<file path="src/rtl/fpba_pkg.sv">
// ----------------------------------------------------------------------------
// fpba_pkg
// Shared types, codes and defaults of the fit policy block allocator.
// ----------------------------------------------------------------------------
package fpba_pkg;

	localparam int MAX_BLOCKS_DEF = 16;
	localparam int SIZE_BITS_DEF  = 16;

	// Command codes of a request transaction.
	localparam logic [1:0] CMD_LOAD    = 2'd0;
	localparam logic [1:0] CMD_ALLOC   = 2'd1;
	localparam logic [1:0] CMD_RESTORE = 2'd2;

	// Fit policy codes.
	localparam logic [1:0] MODE_FIRST = 2'd0;
	localparam logic [1:0] MODE_BEST  = 2'd1;
	localparam logic [1:0] MODE_WORST = 2'd2;

	// Response status codes.
	localparam logic [2:0] ST_GRANTED  = 3'd0;
	localparam logic [2:0] ST_NOFIT    = 3'd1;
	localparam logic [2:0] ST_LOADED   = 3'd2;
	localparam logic [2:0] ST_FULL     = 3'd3;
	localparam logic [2:0] ST_RESTORED = 3'd4;

	typedef struct packed {
		logic [1:0]  cmd;
		logic [15:0] size_value;
		logic [7:0]  request_id;
	} fpba_req_t;

	typedef struct packed {
		logic [2:0]  status;
		logic        granted;
		logic [3:0]  block_index;
		logic [15:0] leftover_size;
		logic [7:0]  echo_id;
	} fpba_rsp_t;

	typedef enum logic [1:0] {
		FSM_IDLE,
		FSM_WALK,
		FSM_FINISH
	} fpba_state_t;

	// Commands from the controller to the datapath.
	typedef struct packed {
		logic accept;
		logic issue;
		logic finish;
	} fpba_ctrl_t;

	// Status from the datapath to the controller.
	typedef struct packed {
		logic more;
		logic rd_pending;
		logic rsp_free;
	} fpba_sts_t;

endpackage

</file>
<file path="src/rtl/fpba_ctrl.sv">
// ----------------------------------------------------------------------------
// fpba_ctrl
// Controller state machine: takes a request, walks the table, finishes.
// ----------------------------------------------------------------------------
module fpba_ctrl import fpba_pkg::*; (
	input  logic       clk,
	input  logic       arst_n,
	input  logic       req_valid,
	input  logic [1:0] req_cmd,
	input  fpba_sts_t  sts,
	output logic       req_stall,
	output fpba_ctrl_t ctrl
);

	fpba_state_t state_q;
	fpba_state_t state_d;

	always_ff @(posedge clk or negedge arst_n) begin
		if (!arst_n) begin
			state_q <= FSM_IDLE;
		end else begin
			state_q <= state_d;
		end
	end

	always_comb begin
		state_d     = state_q;
		ctrl        = '0;
		req_stall   = 1'b1;
		unique case (state_q)
			FSM_IDLE: begin
				req_stall = 1'b0;
				if (req_valid) begin
					ctrl.accept = 1'b1;
					// Allocate and restore both sweep the table entries.
					if (req_cmd == CMD_ALLOC || req_cmd == CMD_RESTORE) begin
						state_d = FSM_WALK;
					end else begin
						state_d = FSM_FINISH;
					end
				end
			end
			FSM_WALK: begin
				ctrl.issue = sts.more;
				if (!sts.more && !sts.rd_pending) begin
					state_d = FSM_FINISH;
				end
			end
			FSM_FINISH: begin
				if (sts.rsp_free) begin
					ctrl.finish = 1'b1;
					state_d     = FSM_IDLE;
				end
			end
			default: begin
				state_d = FSM_IDLE;
			end
		endcase
	end

endmodule

</file>
<file path="src/rtl/fpba_dp.sv">
// ----------------------------------------------------------------------------
// fpba_dp
// Datapath: size tables, scan pointer, fit comparison and response register.
// ----------------------------------------------------------------------------
module fpba_dp import fpba_pkg::*; #(
	parameter int MAX_BLOCKS = MAX_BLOCKS_DEF,
	parameter int SIZE_BITS  = SIZE_BITS_DEF
) (
	input  logic       clk,
	input  logic       arst_n,
	input  fpba_req_t  req,
	input  logic       cfg_valid,
	input  logic [1:0] cfg_data,
	input  fpba_ctrl_t ctrl,
	input  logic       rsp_stall,
	output fpba_sts_t  sts,
	output logic       rsp_valid,
	output fpba_rsp_t  rsp
);

	localparam int IW = $clog2(MAX_BLOCKS);
	localparam int CW = $clog2(MAX_BLOCKS + 1);

	logic [SIZE_BITS-1:0] orig_mem [MAX_BLOCKS];
	logic [SIZE_BITS-1:0] rem_mem  [MAX_BLOCKS];

	logic [1:0]           fit_mode_q;
	logic [1:0]           cmd_q;
	logic [SIZE_BITS-1:0] size_q;
	logic [7:0]           id_q;
	logic [CW-1:0]        count_q;
	logic [CW-1:0]        ptr_q;
	logic                 rd_valid_s1;
	logic [IW-1:0]        rd_idx_s1;
	logic [SIZE_BITS-1:0] orig_rd_s1;
	logic [SIZE_BITS-1:0] rem_rd_s1;
	logic                 found_q;
	logic [SIZE_BITS-1:0] best_val_q;
	logic [IW-1:0]        best_idx_q;
	logic                 rsp_valid_q;
	fpba_rsp_t            rsp_q;

	logic                 take;
	logic                 full;
	logic [SIZE_BITS-1:0] leftover;
	fpba_rsp_t            rsp_d;

	assign full     = (count_q == CW'(MAX_BLOCKS));
	assign leftover = best_val_q - size_q;

	assign sts.more       = (ptr_q < count_q);
	assign sts.rd_pending = rd_valid_s1;
	assign sts.rsp_free   = !rsp_valid_q || !rsp_stall;

	assign rsp_valid = rsp_valid_q;
	assign rsp       = rsp_q;

	// Candidate selection; ties keep the earlier block.
	always_comb begin
		take = 1'b0;
		if (rd_valid_s1 && cmd_q == CMD_ALLOC && rem_rd_s1 >= size_q) begin
			if (!found_q) begin
				take = 1'b1;
			end else if (fit_mode_q == MODE_BEST) begin
				take = (rem_rd_s1 < best_val_q);
			end else if (fit_mode_q == MODE_WORST) begin
				take = (rem_rd_s1 > best_val_q);
			end
		end
	end

	always_comb begin
		rsp_d         = '0;
		rsp_d.echo_id = id_q;
		rsp_d.status  = ST_NOFIT;
		case (cmd_q)
			CMD_LOAD: begin
				if (full) begin
					rsp_d.status = ST_FULL;
				end else begin
					rsp_d.status        = ST_LOADED;
					rsp_d.block_index   = 4'(count_q);
					rsp_d.leftover_size = 16'(size_q);
				end
			end
			CMD_ALLOC: begin
				if (found_q) begin
					rsp_d.status        = ST_GRANTED;
					rsp_d.granted       = 1'b1;
					rsp_d.block_index   = 4'(best_idx_q);
					rsp_d.leftover_size = 16'(leftover);
				end
			end
			CMD_RESTORE: begin
				rsp_d.status = ST_RESTORED;
			end
			default: begin
				rsp_d.status = ST_NOFIT;
			end
		endcase
	end

	always_ff @(posedge clk or negedge arst_n) begin
		if (!arst_n) begin
			fit_mode_q  <= MODE_FIRST;
			count_q     <= '0;
			ptr_q       <= '0;
			rd_valid_s1 <= 1'b0;
			found_q     <= 1'b0;
			rsp_valid_q <= 1'b0;
		end else begin
			if (cfg_valid) begin
				fit_mode_q <= cfg_data;
			end
			if (ctrl.accept) begin
				ptr_q   <= '0;
				found_q <= 1'b0;
			end else if (ctrl.issue) begin
				ptr_q <= ptr_q + 1'b1;
			end
			rd_valid_s1 <= ctrl.issue;
			if (take) begin
				found_q <= 1'b1;
			end
			if (ctrl.finish && cmd_q == CMD_LOAD && !full) begin
				count_q <= count_q + 1'b1;
			end
			if (ctrl.finish) begin
				rsp_valid_q <= 1'b1;
			end else if (!rsp_stall) begin
				rsp_valid_q <= 1'b0;
			end
		end
	end

	always_ff @(posedge clk) begin
		if (ctrl.accept) begin
			cmd_q  <= req.cmd;
			size_q <= SIZE_BITS'(req.size_value);
			id_q   <= req.request_id;
		end
		if (take) begin
			best_val_q <= rem_rd_s1;
			best_idx_q <= rd_idx_s1;
		end
		rd_idx_s1 <= ptr_q[IW-1:0];
		if (ctrl.finish) begin
			rsp_q <= rsp_d;
		end
	end

	// Table memories: one read address, one write port each.
	always_ff @(posedge clk) begin
		orig_rd_s1 <= orig_mem[ptr_q[IW-1:0]];
		if (ctrl.finish && cmd_q == CMD_LOAD && !full) begin
			orig_mem[count_q[IW-1:0]] <= size_q;
		end
	end

	always_ff @(posedge clk) begin
		rem_rd_s1 <= rem_mem[ptr_q[IW-1:0]];
		if (ctrl.finish && cmd_q == CMD_LOAD && !full) begin
			rem_mem[count_q[IW-1:0]] <= size_q;
		end else if (ctrl.finish && cmd_q == CMD_ALLOC && found_q) begin
			rem_mem[best_idx_q] <= leftover;
		end else if (rd_valid_s1 && cmd_q == CMD_RESTORE) begin
			rem_mem[rd_idx_s1] <= orig_rd_s1;
		end
	end

endmodule

</file>
<file path="src/rtl/fit_policy_block_allocator_unit.sv">
// ----------------------------------------------------------------------------
// fit_policy_block_allocator_unit
// Block table allocator with first, best and worst fit policies.
// ----------------------------------------------------------------------------
// Usage:
// The request channel (req_valid, req_stall, req) carries one command per
// transaction: load a block size, allocate a request, or restore all
// remaining sizes. Every request yields exactly one response transaction on
// rsp_valid, rsp_stall and rsp. The fit policy is set through the cfg
// channel, which is always ready; write it only while the block is idle.
// The block works on one request at a time. Load and unused commands go
// straight from acceptance to the response. Allocate and restore walk the
// N loaded blocks through one memory read port, one entry per cycle, and
// the walk sets the rate.
// At reset the block count, fit policy (first fit) and response valid are
// cleared; table contents are not, as only loaded entries are ever read.
// When the receiver stalls, the finished response is held in the output
// register while the next request is still taken and worked on; that
// request waits at its last step until the output register is free.
// ----------------------------------------------------------------------------
module fit_policy_block_allocator_unit import fpba_pkg::*; #(
	parameter int MAX_BLOCKS = MAX_BLOCKS_DEF,
	parameter int SIZE_BITS  = SIZE_BITS_DEF
) (
	input  logic       clk,
	input  logic       arst_n,
	input  logic       req_valid,
	output logic       req_stall,
	input  fpba_req_t  req,
	output logic       rsp_valid,
	input  logic       rsp_stall,
	output fpba_rsp_t  rsp,
	input  logic       cfg_valid,
	output logic       cfg_ready,
	input  logic [1:0] cfg_data
);

	fpba_ctrl_t ctrl;
	fpba_sts_t  sts;

	// The policy register can take a write in any cycle.
	assign cfg_ready = 1'b1;

	fpba_ctrl u_ctrl (
		.clk       (clk),
		.arst_n    (arst_n),
		.req_valid (req_valid),
		.req_cmd   (req.cmd),
		.sts       (sts),
		.req_stall (req_stall),
		.ctrl      (ctrl)
	);

	fpba_dp #(
		.MAX_BLOCKS (MAX_BLOCKS),
		.SIZE_BITS  (SIZE_BITS)
	) u_dp (
		.clk       (clk),
		.arst_n    (arst_n),
		.req       (req),
		.cfg_valid (cfg_valid && cfg_ready),
		.cfg_data  (cfg_data),
		.ctrl      (ctrl),
		.rsp_stall (rsp_stall),
		.sts       (sts),
		.rsp_valid (rsp_valid),
		.rsp       (rsp)
	);

	// A request transaction is followed by a busy cycle, never by another.
	a_one_at_a_time: assert property (@(posedge clk) disable iff (!arst_n)
		req_valid && !req_stall |=> req_stall)
		else $error("request taken while previous request was in work");

	// The grant flag agrees with the status code.
	a_grant_matches: assert property (@(posedge clk) disable iff (!arst_n)
		rsp_valid |-> rsp.granted == (rsp.status == ST_GRANTED))
		else $error("granted flag disagrees with status");

	// Only grants and loads report an index and a size.
	a_zero_fields: assert property (@(posedge clk) disable iff (!arst_n)
		rsp_valid && rsp.status != ST_GRANTED && rsp.status != ST_LOADED
		|-> rsp.block_index == '0 && rsp.leftover_size == '0)
		else $error("index or size reported on a response without a block");

endmodule
</file>
<file path="config.mk">
export PLATFORM = sky130hd
export DESIGN_NAME = fit_policy_block_allocator_unit
export DESIGN_NICKNAME = d
export VERILOG_FILES = /design/src/rtl/fpba_pkg.sv /design/src/rtl/fpba_ctrl.sv /design/src/rtl/fpba_dp.sv /design/src/rtl/fit_policy_block_allocator_unit.sv
export SDC_FILE = /design/constraint.sdc
export NUM_CORES = 1
export LEC_CHECK = 0
export ABC_AREA = 1
export BUFFER_PORTS_ARGS = -buffer_cell sky130_fd_sc_hd__clkbuf_2
export CAP_MARGIN = 15
export CORE_MARGIN = 3
export CORE_UTILIZATION = 65
export CTS_CLUSTER_SIZE = 12
export DETAILED_ROUTE_END_ITERATION = 10
export PLACE_DENSITY_LB_ADDON = 0.25
export SLEW_MARGIN = 30
export SYNTH_ARGS = -nofsm -noshare
export SYNTH_HDL_FRONTEND = slang
export SYNTH_SLANG_ARGS = --single-unit
</file>
<file path="constraint.sdc">
create_clock -name clk -period 8.49 [get_ports clk]
set_clock_uncertainty 0.15 [all_clocks]
set_input_delay 0.4245 -clock clk [delete_from_list [all_inputs] [get_ports clk]]
set_output_delay 0.4245 -clock clk [all_outputs]
set_load 0.02 [all_outputs]
</file>
After elaboration in Yosys (flattened, before gate mapping)
Memories as Yosys holds them, arrays and structs flattened. A register that Yosys moved wholly into a read port is not among the register bits.
Index checks and enable logic that the tools add are counted.
W data, S select, Z words.
{ "classes": {"add_sub_neg": 3, "n_mul": 0, "n_div": 0, "n_lt_le_gt_ge": 4, "eq_ne": 13, "shifts": 0, "n_mux": 41, "bitwise": 0, "n_reduce_logical": 22} }
{ "op_table": {"columns": ["cell", "count"], "rows": [
  ["$pmux W20 S2", 1],
  ["$mux W16", 2],
  ["$reduce_or A16 Y1", 2],
  ["$mux W1", 26],
  ["$mux W22", 1],
  ["$mux W20", 1],
  ["$ge A16 B16 Y1", 1],
  ["$gt A16 B16 Y1", 1],
  ["$lt A16 B16 Y1", 1],
  ["$sub A16 B16 Y16", 1],
  ["$add A5 B1 Y5 const B", 2],
  ["$mux W5", 2],
  ["$pmux W3 S3", 1],
  ["$eq A2 B1 Y1 const B", 4],
  ["$eq A2 B2 Y1 const B", 4],
  ["$logic_and A1 B1 Y1", 8],
  ["$mux W2", 4],
  ["$mux W4", 2],
  ["$pmux W2 S3", 1],
  ["$eq A5 B5 Y1 const B", 1],
  ["$logic_not A1 Y1", 5],
  ["$lt A5 B5 Y1", 1],
  ["$logic_not A2 Y1", 2],
  ["$ne A2 B1 Y1 const B", 2],
  ["other kinds (4)", 7]
]} }
{ "word_totals": {"register_bits": 99, "latch_bits": 0, "mem_bits_rw": 512, "rom_bits": 0, "inputBits": 33, "output_inout_bits": 35, "elab_cells": 103, "n_memories": 2} }
{ "mem_list": {"columns": ["memory", "words", "width", "read_ports", "rd_ports_with_merged_regs", "wr", "line_no", "source"], "rows": [
  ["u_dp.orig_mem", 16, 16, 1, 1, 1, "fpba_dp.sv:24", "logic [SIZE_BITS-1:0] orig_mem [MAX_BLOCKS];"],
  ["u_dp.rem_mem", 16, 16, 1, 1, 1, "fpba_dp.sv:25", "logic [SIZE_BITS-1:0] rem_mem [MAX_BLOCKS];"]
]} }

Depth between registers and ports, before layout
Gate-level depths: netlist (run 1).
{ "logic_depth": {"depth_word": 12, "depth_mapped": 15, "mapped_depth_nobuf": 15} }

Modules after synthesis
Synthesis (run 1) repeated with hierarchy kept, for this count alone.
{ "hier_totals": {"hier_cells": 2109, "hier_area_um2": 26190.1} }
{ "by_module_without_submodules": {"columns": ["mod", "instances", "cells_per_inst", "area_per_inst_um2", "seq_area_each_um2"], "rows": [
  ["fpba_dp", 1, 2077, 25996.2, 18813.0],
  ["fpba_ctrl", 1, 30, 182.7, 50.0],
  ["fit_policy_block_allocator_unit", 1, 2, 11.3, 0.0]
]} }

Worst setup path before layout (run 1)
Ideal clock, no wire load.
{ "synth_path": {"path_type": "register -> register", "start": "register u_dp.rsp_valid_q (netlist: u_dp.rsp_valid)", "end": "memory u_dp.rem_mem[8][0] (netlist bit) (enable)", "setup_ns": 0.388, "arrival_time_ns": 2.873, "required_ns": 7.952, "path_slack_ns": 5.078, "path_stages_with_launch": 11, "n_path_buf": 1, "period_less_slack_ns": 3.412, "cell_sequence": "dfrtp_1 -> nand2_1 -> inv_1 -> nor3_4 -> nand2_2 -> buf_6 -> o21ai_2 -> nand2_1 -> o21ai_1 -> nand2_1 -> nor2_1"} }
{ "synth_rtl": {"columns": ["item", "line_no", "source"], "rows": [
  ["start, declared", "fpba_dp.sv:40", "logic rsp_valid_q;"],
  ["start signal, assigned", "fpba_dp.sv:110", "rsp_valid_q <= 1'b0;"],
  ["start signal, assigned", "fpba_dp.sv:129", "rsp_valid_q <= 1'b1;"],
  ["start signal, assigned", "fpba_dp.sv:131", "rsp_valid_q <= 1'b0;"],
  ["end, declared", "fpba_dp.sv:25", null]
]} }

Worst setup path in the final report (run 1)
{ "layout_path": {"start": "register u_dp.cmd_q[1]", "end": "memory u_dp.rem_mem[13][8] (netlist bit) (enable)"} }
{ "layout_between": {"elab_chain_len": 9, "elab_cells_between_ends": 23, "classes_between": "eq/ne: 2; mux: 13; reduce/logical: 8"} }
{ "layout_lines": {"columns": ["item", "line_no", "source"], "rows": [
  ["start, declared", "fpba_dp.sv:28", "logic [1:0] cmd_q;"],
  ["start signal, assigned", "fpba_dp.sv:138", "cmd_q <= req.cmd;"],
  ["$eq A2 B1 Y1", "fpba_dp.sv:164", "end else if (ctrl.finish && cmd_q == CMD_ALLOC && found_q) begin"],
  ["$logic_and A1 B1 Y1 (2 in series)", "fpba_dp.sv:164", null],
  ["$mux W1", "fpba_dp.sv:164", null],
  ["$mux W1", "fpba_dp.sv:162", "if (ctrl.finish && cmd_q == CMD_LOAD && !full) begin"],
  ["$mux W1 (implied by the code)", "fpba_dp.sv:165", "rem_mem[best_idx_q] <= leftover;"],
  ["$reduce_or A16 Y1 (no line)", null, null],
  ["$mux W4 (no line) / $mux W1 (equally long branches) (2 in series)", null, null]
]} }
Several ways; a longest one is shown, not always the timed one.

==> impl_metrics.py, run 1 <==
metrics = {
    "run_status": {
        "status": "complete, no violations",
    },
    "synth": {
        "ys_types": 40,
        "async_flop_share": 0.02644,
        "synth_flop_cell": "edfxtp_1",
        "synth_area_leaders": "edfxtp_1, nor2_1, o21ai_0, nand2_1, dfxtp_1",
        "yosysWarnings": 0,
        "synth_seq_cells": 643,
        "netlist_area_um2": 26470,
        "syn_inst": 2142,
        "ys_top_cells_by_count": "edfxtp_1, nor2_1, nand2_1, o21ai_0, nand3_1",
        "ys_seq_area_frac": 0.7125,
        "synth_top_area_cell": "edfxtp_1",
        "syn-num-nets": 2232,
        "syn_avg_cell_area_um2": 12.36,
        "synth_top_area_frac": 0.6693,
        "synth_edf_count": 590,
        "synth.most_common_cell": "edfxtp_1",
    },
    "clocking": {
        "cts.clk_slew.worst_paths_ns": 0.06,
        "clock-sinks": 643,
        "cts_max_level": 3,
        "cts_resized": 0,
        "postCtsSetupRepairBufs": 0,
        "cts-root-buf": "clkbuf_16",
        "clock_latency_ns": 0.60,
        "cts_buffers": 66,
        "cts_tree": "done",
        "clockBufferDepth": 3,
    },
    "timing": {
        "rsz0062_at_grt": "false",
        "finalCriticalPeriod_ns": 4.062,
        "period_share": 0.4785,
        "slew_headroom": 0.3528,
        "setup-tns-final_ns": 0,
        "tightest_slew_ns": 0.9698,
        "hold_violations": 0,
        "holdWs_ns": 0.1463,
        "slew_viol_final": 0,
        "max_clock_freq_mhz": 246.2,
        "finalSetupViolCount": 0,
        "worst_slack_ns": 4.428,
    },
    "grt": {
        "track_usage": 0.3083,
        "antenna_found_initial": 4,
        "grt_max_degree": 236,
        "grt_pass1_vias": 17150,
        "grt_pass1_wl_mm": 101.2,
        "gr-total-overflow": 0,
    },
    "routing": {
        "wire_per_inst_um": 24.04,
        "wirelength_mm": 67.54,
        "drc_errors": 0,
        "drt_first_pass_iters": 6,
        "drtAntennaViolNets": 0,
        "vias": 17810,
        "drt_iter0_markers": 2722,
        "viasPerCell": 6.341,
    },
    "pwr": {
        "ir_drop_v": 0.0002369,
        "swShare": 0.3445,
        "p_int_w": 0.006250,
        "switchingPower_w": 0.003284,
        "p_per_area_nw_per_um2": 320.6,
        "p_clk_frac": 0.288,
        "comb_power_share": 0.279,
        "p_leak_nw": 10.56,
        "power.share.sequential": 0.433,
    },
    "worst_setup_path": {
        "crit_top_cell": "nand2_1",
        "cp_max_fo": 35,
        "worstPathArrival_ns": 4.11,
        "worst_r2r_path_depth": 8,
        "required_ns": 8.54,
        "crit_start": "u_dp.cmd_q[1]",
        "endpoint_kind": "flop",
        "worst_r2r_startpoint": "u_dp.cmd_q[1]",
        "worstSetupPathType": "reg2reg",
        "cp-start-kind": "flop",
        "slowest_stage": "clkinv_1",
        "reg2reg_setup_slack_ns": 4.43,
        "max_stage_delay_ns": 0.85,
        "path_cells": "inv_1 > nor2_1 > nand2_1 > clkinv_1 > nand2_1 > a21boi_0 > nand3_1 > nor2_2",
        "endpoint": "u_dp.rem_mem[13][8]",
        "r2r_end": "u_dp.rem_mem[13][8]",
    },
    "floorplanning": {
        "core-area_um2": 40010,
        "start_util": 0.6617,
        "die_area_um2": 43190,
        "ioPinCount": 68,
        "die_h_um": 207.8,
        "num_rows": 73,
        "die_x_um": 207.8,
    },
    "place": {
        "portBuffers": 66,
        "dp_hpwl_mm": 39.84,
        "place_ws_ns": 4.567,
        "dpl_cell_area_um2": 27370,
        "finalWeightedCongestion": 0.9120,
    },
    "flow_run": {
        "cap_viol_max_count": 0,
    },
    "layout": {
        "drive_gt1_frac": 0.1020,
        "fin_area_um2": 29740,
        "insertedDiodeCount": 0,
        "syn2layout_area_growth_pct": 12.35,
        "nets": 2324,
        "final_util": 0.7435,
    },
    "hold_path": {
        "worst_hold_path_type": "in2reg",
        "min_path_cells": 3,
    },
}
final cells by class:
| class | count | area (um^2) |
|---|---|---|
| multi-input cells | 1290 | 6837 |
| well taps | 525 | 656.9 |
| fillers | 2495 | 10260 |
| repair buffers | 137 | 1002 |
| inverters | 96 | 365.4 |
| clock inverters | 8 | 70.07 |
| clock buffers | 110 | 1941 |
| flip-flops and latches | 643 | 18870 |
how the worst min path moves through the flow:
stage / start / endpoint / slack [ns]
after global placement: arst_n / u_dp.fit_mode_q[1] / 0.23
after floorplan: arst_n / u_ctrl.state_q[0] / -0.02
after detailed placement: arst_n / u_dp.rsp_valid / 0.25
final: req_valid / u_ctrl.state_q[0] / 0.15
after CTS: req_valid / u_ctrl.state_q[0] / 0.13
after global routing: req_valid / u_ctrl.state_q[0] / 0.17
kinds of logic after synthesis:
group	after synthesis	share of synthesized area
AO/OA/AOI/OAI	412	0.09675
flip-flops	643	0.7125
adder cells (fa/ha/maj)	57	0.02722
XOR/XNOR	11	0.003639
other	1	0.0001417
AND/OR/NAND/NOR	787	0.1182
buffers and inverters	209	0.03318
multiplexers	22	0.008366
through the flow:
step	power (W)	instances
4_1_cts	0.009479	2808
3_5_place_dp	0.006746	2657
2_1_floorplan	0.005821	2142
6_report	0.009534	2809
5_1_grt	0.009933	2809
3_3_place_gp	0.006648	2656
worst max-delay path, delay by kind of cell (launching register included):
| kind | cells | cell delay (ns) |
|---|---|---|
| AND/OR/NAND/NOR | 5 | 1.91 |
| buffers and inverters | 2 | 0.94 |
| flip-flops | 1 | 0.39 |
| AO/OA/AOI/OAI | 1 | 0.28 |
power groups by stage:
stage	clock network, W	logic, W	registers [W]
2_1_floorplan	0	0.00166	0.00416
5_1_grt	0.00288	0.00290	0.00415
4_1_cts	0.00276	0.00260	0.00412
3_3_place_gp	0	0.00247	0.00417
3_5_place_dp	0	0.00256	0.00419
6_report	0.00274	0.00266	0.00413
layout by cell type (no fill, tap or decap), types with 33 or more instances in the layout:
cell and n:
o21ai_0 211, dfxtp_1 36, dlygate4sd3_1 33, ha_1 56, inv_1 87, edfxtp_1 590, clkbuf_2 66, nand2_1 259
a21oi_1 41, clkbuf_1 35, nand3_1 99, o32ai_1 66, nor2_1 381, o211ai_1 44, clkbuf_16 69, buf_4 34
registers in the layout, indices dropped and copies added (netlist names):
signal and cells:
u_dp.rem_mem 256, u_ctrl.state_q 2, u_dp.rsp_valid 1, u_dp.found_q 1, u_dp.cmd_q 2, u_dp.best_idx_q 4, u_dp.ptr_q 5, u_dp.best_val_q 16
u_dp.id_q 8, u_dp.rd_idx_s1 4, u_dp.rd_valid_s1 1, u_dp.rsp 32, u_dp.count_q 5, u_dp.orig_mem 256, u_dp.size_q 16, u_dp.fit_mode_q 2
u_dp.orig_rd_s1 16, u_dp.rem_rd_s1 16
what timing repair did:
item | CTS | global route
endpoints found under the hold margin | 46 | 0
hold buffers | 33 | 0
setup endpoints to repair | 0 | 0
metal layers:
metal / up-vias / part of all wire / global-route usage
met5: - / 0.00031 / 0
met4: 4 / 0.035 / 0.1265
met3: 156 / 0.12 / 0.07163
met2: 1129 / 0.46 / 0.4619
met1: 8594 / 0.39 / 0.4450
li1: 7929 / - / -
Note: power is estimated with default switching activity, not from simulation.
==> run 2, diff against run 1 <==
- ABC_AREA: 1 -> 0
- CORE_UTILIZATION: 65 -> 62
- clock period: 8.49 -> 4 ns (I/O delays scaled with it)
==> run 2 against run 1 <==
Worst setup slack worse by 3.8 ns. Hold slack got worse by 0.0094 ns. Critical endpoint is now u_dp.best_val_q[12]. Maximum frequency up 22%. Critical path type unchanged. Sequential power is 110% higher. Wire length fell by 10%. Via count is 25% lower. Synthesized area down 3.5%. Sequential cell count unchanged. Synthesized cell count down 40%. Cell area is 1.4% lower. Utilization fell by 1.4 points. Power rose by 97%.
==> impl_metrics.py, run 2 <==
metrics = {
    "run_status": {
        "status": "complete, no violations",
    },
    "synth": {
        "ys_seq_area_frac": 0.7386,
        "synth_seq_cells": 643,
        "synth.most_common_cell": "edfxtp_1",
        "syn_inst": 1286,
        "ys_types": 62,
        "async_flop_share": 0.02644,
        "synth_flop_cell": "edfxtp_1",
        "synth_edf_count": 590,
        "synth_top_area_cell": "edfxtp_1",
        "ys_top_cells_by_count": "edfxtp_1, mux4_2, nor2_1, ha_1, inv_1",
        "syn_avg_cell_area_um2": 19.86,
        "syn-num-nets": 1376,
        "yosysWarnings": 0,
        "netlist_area_um2": 25540,
        "synth_top_area_frac": 0.6937,
        "synth_area_leaders": "edfxtp_1, mux4_2, dfxtp_1, ha_1, dfrtp_1",
    },
    "routing": {
        "drt_iter0_markers": 1501,
        "drt_first_pass_iters": 5,
        "wire_per_inst_um": 29.60,
        "drc_errors": 0,
        "viasPerCell": 6.549,
        "vias": 13410,
        "wirelength_mm": 60.61,
        "drtAntennaViolNets": 0,
    },
    "floorplanning": {
        "num_rows": 73,
        "die_h_um": 209.0,
        "die_x_um": 209.0,
        "ioPinCount": 68,
        "start_util": 0.6355,
        "core-area_um2": 40190,
        "die_area_um2": 43660,
    },
    "grt": {
        "grt_max_degree": 133,
        "grt_pass1_wl_mm": 90.39,
        "antenna_found_initial": 0,
        "gr-total-overflow": 0,
        "grt_pass1_vias": 13860,
        "track_usage": 0.2844,
    },
    "layout": {
        "finalNonFillerCells": 2048,
        "insertedDiodeCount": 0,
        "nFillCells": 2259,
        "layout_common_cells": "edfxtp_1, mux4_2, buf_4",
        "nets": 1566,
        "drive_gt1_frac": 0.2725,
        "syn2layout_area_growth_pct": 14.84,
        "final_common_cell": "edfxtp_1",
        "final_util": 0.7297,
    },
    "worst_setup_path": {
        "cp_max_fo": 12,
        "worstPathArrival_ns": 3.50,
        "required_ns": 4.16,
        "r2r_end": "u_dp.best_val_q[12]",
        "worst_r2r_startpoint": "u_dp.best_val_q[1]",
        "crit_start": "u_dp.best_val_q[1]",
        "worstSetupPathType": "reg2reg",
        "cp-start-kind": "flop",
        "worst_r2r_path_depth": 9,
        "endpoint_kind": "flop",
        "reg2reg_setup_slack_ns": 0.66,
    },
    "pwr": {
        "p_leak_nw": 9.977,
        "power.total_w": 0.01878,
        "p_per_area_nw_per_um2": 640.3,
        "ir_drop_v": 0.0006011,
    },
    "timing": {
        "hold_violations": 0,
        "period_share": 0.8347,
        "finalSetupViolCount": 0,
        "tightest_slew_ns": 1.034,
        "max_clock_freq_mhz": 299.5,
        "slew_viol_final": 0,
        "worst_slack_ns": 0.6612,
        "slew_headroom": 0.3108,
        "rsz0062_at_grt": "false",
        "holdWs_ns": 0.1369,
        "finalCriticalPeriod_ns": 3.339,
    },
    "clocking": {
        "cts_resized": 0,
        "postCtsSetupRepairBufs": 0,
        "cts_max_level": 2,
        "clock_latency_ns": 0.63,
        "cts.clk_slew.worst_paths_ns": 0.06,
        "cts_tree": "done",
        "clockBufferDepth": 3,
        "cts-root-buf": "clkbuf_16",
        "cts_buffers": 61,
        "clock-sinks": 643,
    },
    "hold_path": {
        "worst_hold_path_type": "in2reg",
        "hold_path_startpoint": "req[17]",
        "min_path_cells": 2,
        "min_to": "u_dp.size_q[9]",
    },
    "place": {
        "place_ws_ns": 0.7698,
        "finalWeightedCongestion": 0.9359,
        "dp_hpwl_mm": 35.04,
        "dp.cells": 1904,
        "portBuffers": 66,
    },
    "flow_run": {
        "cap_viol_max_count": 0,
    },
}
## run 2: cell count changes after synthesis, moves of 21 or more
cell	change
o211ai_1	-40
mux4_2	+160
o32ai_1	-64
nand2_1	-221
nand3_1	-92
inv_1	-44
o221ai_1	-21
clkbuf_1	-39
nor2_1	-354
o21ai_0	-171
## run 2: worst max path at each step
stage,slack [ns],cells after the start,endpoint
floorplan,-0.25,5,u_dp.orig_mem[10][0]
global placement,0.78,9,u_dp.best_val_q[2]
detailed placement,0.77,9,u_dp.best_val_q[2]
CTS,0.70,9,u_dp.best_val_q[12]
global route,0.49,9,u_dp.best_val_q[12]
finish,0.66,9,u_dp.best_val_q[12]
## run 2: final cells by class
type                       instances  area [um^2]  share of cell area
sequential                       643        18870              0.6435
multi-input combinational        544         6421              0.2190
tap                              525        656.9             0.02240
clock buffer                     105         1733             0.05909
clock inverter                     5        75.07            0.002560
timing repair buffer             179         1391             0.04744
inverter                          47        176.4            0.006016
## run 2: critical path: stages, from the launching register on
cell      delay, ns
edfxtp_1       0.44
inv_1          0.07
ha_1           0.30
nor2b_1        0.13
o211ai_1       0.24
a21boi_0       0.13
nor4b_1        0.44
mux2i_1        0.20
a211oi_4       0.58
buf_4          0.33
## run 2: report_power, final
group          internal, W  switching, W
registers          0.00809      0.000484
clock network      0.00298       0.00235
logic              0.00233       0.00254
total               0.0134       0.00537
## run 2: metrics by stage
| step | cell area (um^2) | TNS, ns |
|---|---|---|
| detailed placement | 27180 | 0 |
| floorplan | 25540 | -42.24 |
| global placement | 27120 | 0 |
| finish | 29330 | 0 |
| global route | 29330 | 0 |
| CTS | 29320 | 0 |
## run 2: logic make-up after synthesis
kind of cell	count (synthesis)	share of synthesized area
AND/OR/NAND/NOR	161	0.03106
flip-flops	643	0.7386
AO/OA/AOI/OAI	125	0.03067
other	1	0.0001468
XOR/XNOR	22	0.007545
adder cells (fa/ha/maj)	57	0.02822
buffers and inverters	99	0.01548
multiplexers	178	0.1483
## run 2: layer usage
layer	track usage	wire length (um)	vias to the layer above
met3	0.06110	5904	141
li1	-	-	5602
met4	0.08614	1727	0
met5	0	0	-
met1	0.4085	23370	6927
met2	0.4511	29610	742
## run 2: repair_timing
item	in CTS	in global routing
endpoints found under the hold margin	75	0
setup endpoints to repair	0	0
hold buffers	34	0
==> run 3, diff against run 2 <==
- clock period: 4 -> 3.3 ns (I/O delays scaled with it)
==> run 3 against run 2 <==
Power is 26% higher. Cell count grew 2.1%. Register-to-register slack got worse by 0.44 ns. Largest cell class unchanged.
==> impl_metrics.py, run 3 (synthesized netlist as in run 2, its figures left out) <==
metrics = {
    "routing": {
        "drt_iter0_markers": 1625,
        "drtAntennaViolNets": 0,
        "wirelength_mm": 61.81,
        "drt_first_pass_iters": 5,
        "wire_per_inst_um": 29.58,
        "vias": 13740,
        "viasPerCell": 6.576,
        "drc_errors": 0,
    },
    "hold_path": {
        "hold_path_startpoint": "req[4]",
        "min_path_cells": 2,
        "min_to": "u_dp.id_q[4]",
        "worst_hold_path_type": "in2reg",
    },
    "layout": {
        "final_common_cell": "edfxtp_1",
        "multi_input_area_um2": 6563,
        "regArea_um2": 18870,
        "nets": 1606,
        "final_util": 0.7464,
        "syn2layout_area_growth_pct": 17.46,
        "layout_common_cells": "edfxtp_1, mux4_2, buf_4",
        "drive_gt1_frac": 0.3003,
        "finalNonFillerCells": 2090,
        "insertedDiodeCount": 0,
        "fin_area_um2": 30000,
        "nFillCells": 2216,
    },
    "flow_run": {
        "cap_viol_max_count": 0,
    },
    "timing": {
        "slew_headroom": 0.3616,
        "rsz0062_at_grt": "false",
        "finalCriticalPeriod_ns": 3.074,
        "tightest_slew_ns": 0.9541,
        "holdWs_ns": 0.1402,
        "setup-tns-final_ns": 0,
        "period_share": 0.9316,
        "max_clock_freq_mhz": 325.3,
        "finalSetupViolCount": 0,
        "hold_violations": 0,
        "slew_viol_final": 0,
    },
    "grt": {
        "antenna_found_initial": 1,
        "grt_max_degree": 89,
        "grt_pass1_wl_mm": 91.01,
        "gr-total-overflow": 0,
        "grt_pass1_vias": 13860,
        "track_usage": 0.2873,
    },
    "place": {
        "dp.cells": 1939,
        "dp_hpwl_mm": 36.65,
        "portBuffers": 66,
        "finalWeightedCongestion": 0.9343,
        "dpl_cell_area_um2": 27650,
    },
    "worst_setup_path": {
        "r2r_end": "u_dp.best_idx_q[1]",
        "slowest_stage": "edfxtp_1",
        "cp-start-kind": "flop",
        "required_ns": 3.41,
        "worst_r2r_startpoint": "u_dp.size_q[15]",
        "worstSetupPathType": "reg2reg",
        "cp_top_family": "compound AO/OA/AOI/OAI gates",
        "path_cells": "inv_1 > ha_1 > nand2_1 > o21ai_0 > a41oi_1 > nor2_1 > o21ai_0 > a211oi_4 > buf_4",
        "worst_r2r_path_depth": 9,
        "path_depth": 9,
        "endpoint_kind": "flop",
        "worst-path-buf-inv": 2,
        "crit_top_cell": "o21ai_0",
        "worstPathArrival_ns": 3.19,
        "cp_max_fo": 15,
        "reg2reg_setup_slack_ns": 0.23,
        "max_stage_delay_ns": 0.52,
    },
    "floorplanning": {
        "ioPinCount": 68,
        "num_rows": 73,
        "core-area_um2": 40190,
        "die_x_um": 209.0,
        "start_util": 0.6355,
        "die_h_um": 209.0,
        "die_area_um2": 43660,
    },
    "clocking": {
        "cts_tree": "done",
        "cts_buffers": 66,
        "clockBufferDepth": 3,
        "clock-sinks": 643,
        "postCtsSetupRepairBufs": 0,
        "cts-root-buf": "clkbuf_16",
        "cts.clk_slew.worst_paths_ns": 0.06,
        "clock_latency_ns": 0.59,
        "cts_max_level": 3,
    },
    "pwr": {
        "ir_drop_v": 0.0007461,
        "p_per_area_nw_per_um2": 791.6,
        "p_leak_nw": 10.29,
    },
    "run_status": {
        "status": "complete, no violations",
    },
}
run 3: cell count changes in the layout (fill, tap and decap cells not counted), moves of 4 or more:
cell / change
buf_12: +10
buf_4: +27
clkbuf_1: -7
clkbuf_16: +5
clkinv_2: +4
nor2_1: -4
nor4_2: -12
nor4_4: +12
run 3: metal layers:
metal,wire [um],global-route usage
met1,24050,0.4105
met2,30210,0.4586
met3,5675,0.05360
met4,1869,0.09861
met5,13,0
run 3: worst register-to-register path: cells and delay by family, from the launching register on:
kind            cells  cell delay [ns]
compound gates      4             1.10
flops               1             0.52
buf+inv             2             0.44
fa+ha+maj           1             0.35
simple gates        2             0.21
run 3: repair_timing:
action                                 4_1_cts  5_1_grt
setup endpoints to repair                   16       32
endpoints found under the hold margin       48        0
resized for setup                            1        2
pin swaps                                    0        0
hold buffers                                34        0
gates cloned                                 0        0
run 3: power breakdown:
| part | switching, W | internal [W] | total (W) |
|---|---|---|---|
| clock | 0.00298 | 0.00397 | 0.00694 |
| sequential | 0.000533 | 0.00981 | 0.0103 |
| combinational | 0.00340 | 0.00306 | 0.00646 |
run 3: how the worst max path moves through the flow:
stage / startpoint / endpoint
finish: u_dp.size_q[15] / u_dp.best_idx_q[1]
global route: u_dp.best_val_q[0] / u_dp.rem_mem[14][10]
CTS: u_ctrl.state_q[0] / u_dp.rem_mem[9][6]
detailed placement: u_dp.best_val_q[0] / u_dp.rem_mem[13][12]
global placement: u_dp.best_val_q[0] / u_dp.rem_mem[11][12]
floorplan: u_dp.size_q[0] / u_dp.rem_mem[0][10]
run 3: final cells by class:
type | instances | area share
inverter | 47 | 0.005881
multi-input combinational | 544 | 0.2188
clock inverter | 12 | 0.004296
sequential | 643 | 0.6292
clock buffer | 105 | 0.06198
tap | 525 | 0.02190
timing repair buffer | 214 | 0.05798
run 3: stage by stage:
stage | power, W | setup WS [ns]
floorplan | 0.01453 | 0.002945
global placement | 0.01664 | 0.05215
detailed placement | 0.01681 | -0.1656
CTS | 0.02382 | 0.08488
global route | 0.02459 | 0.06297
finish | 0.02375 | 0.2256
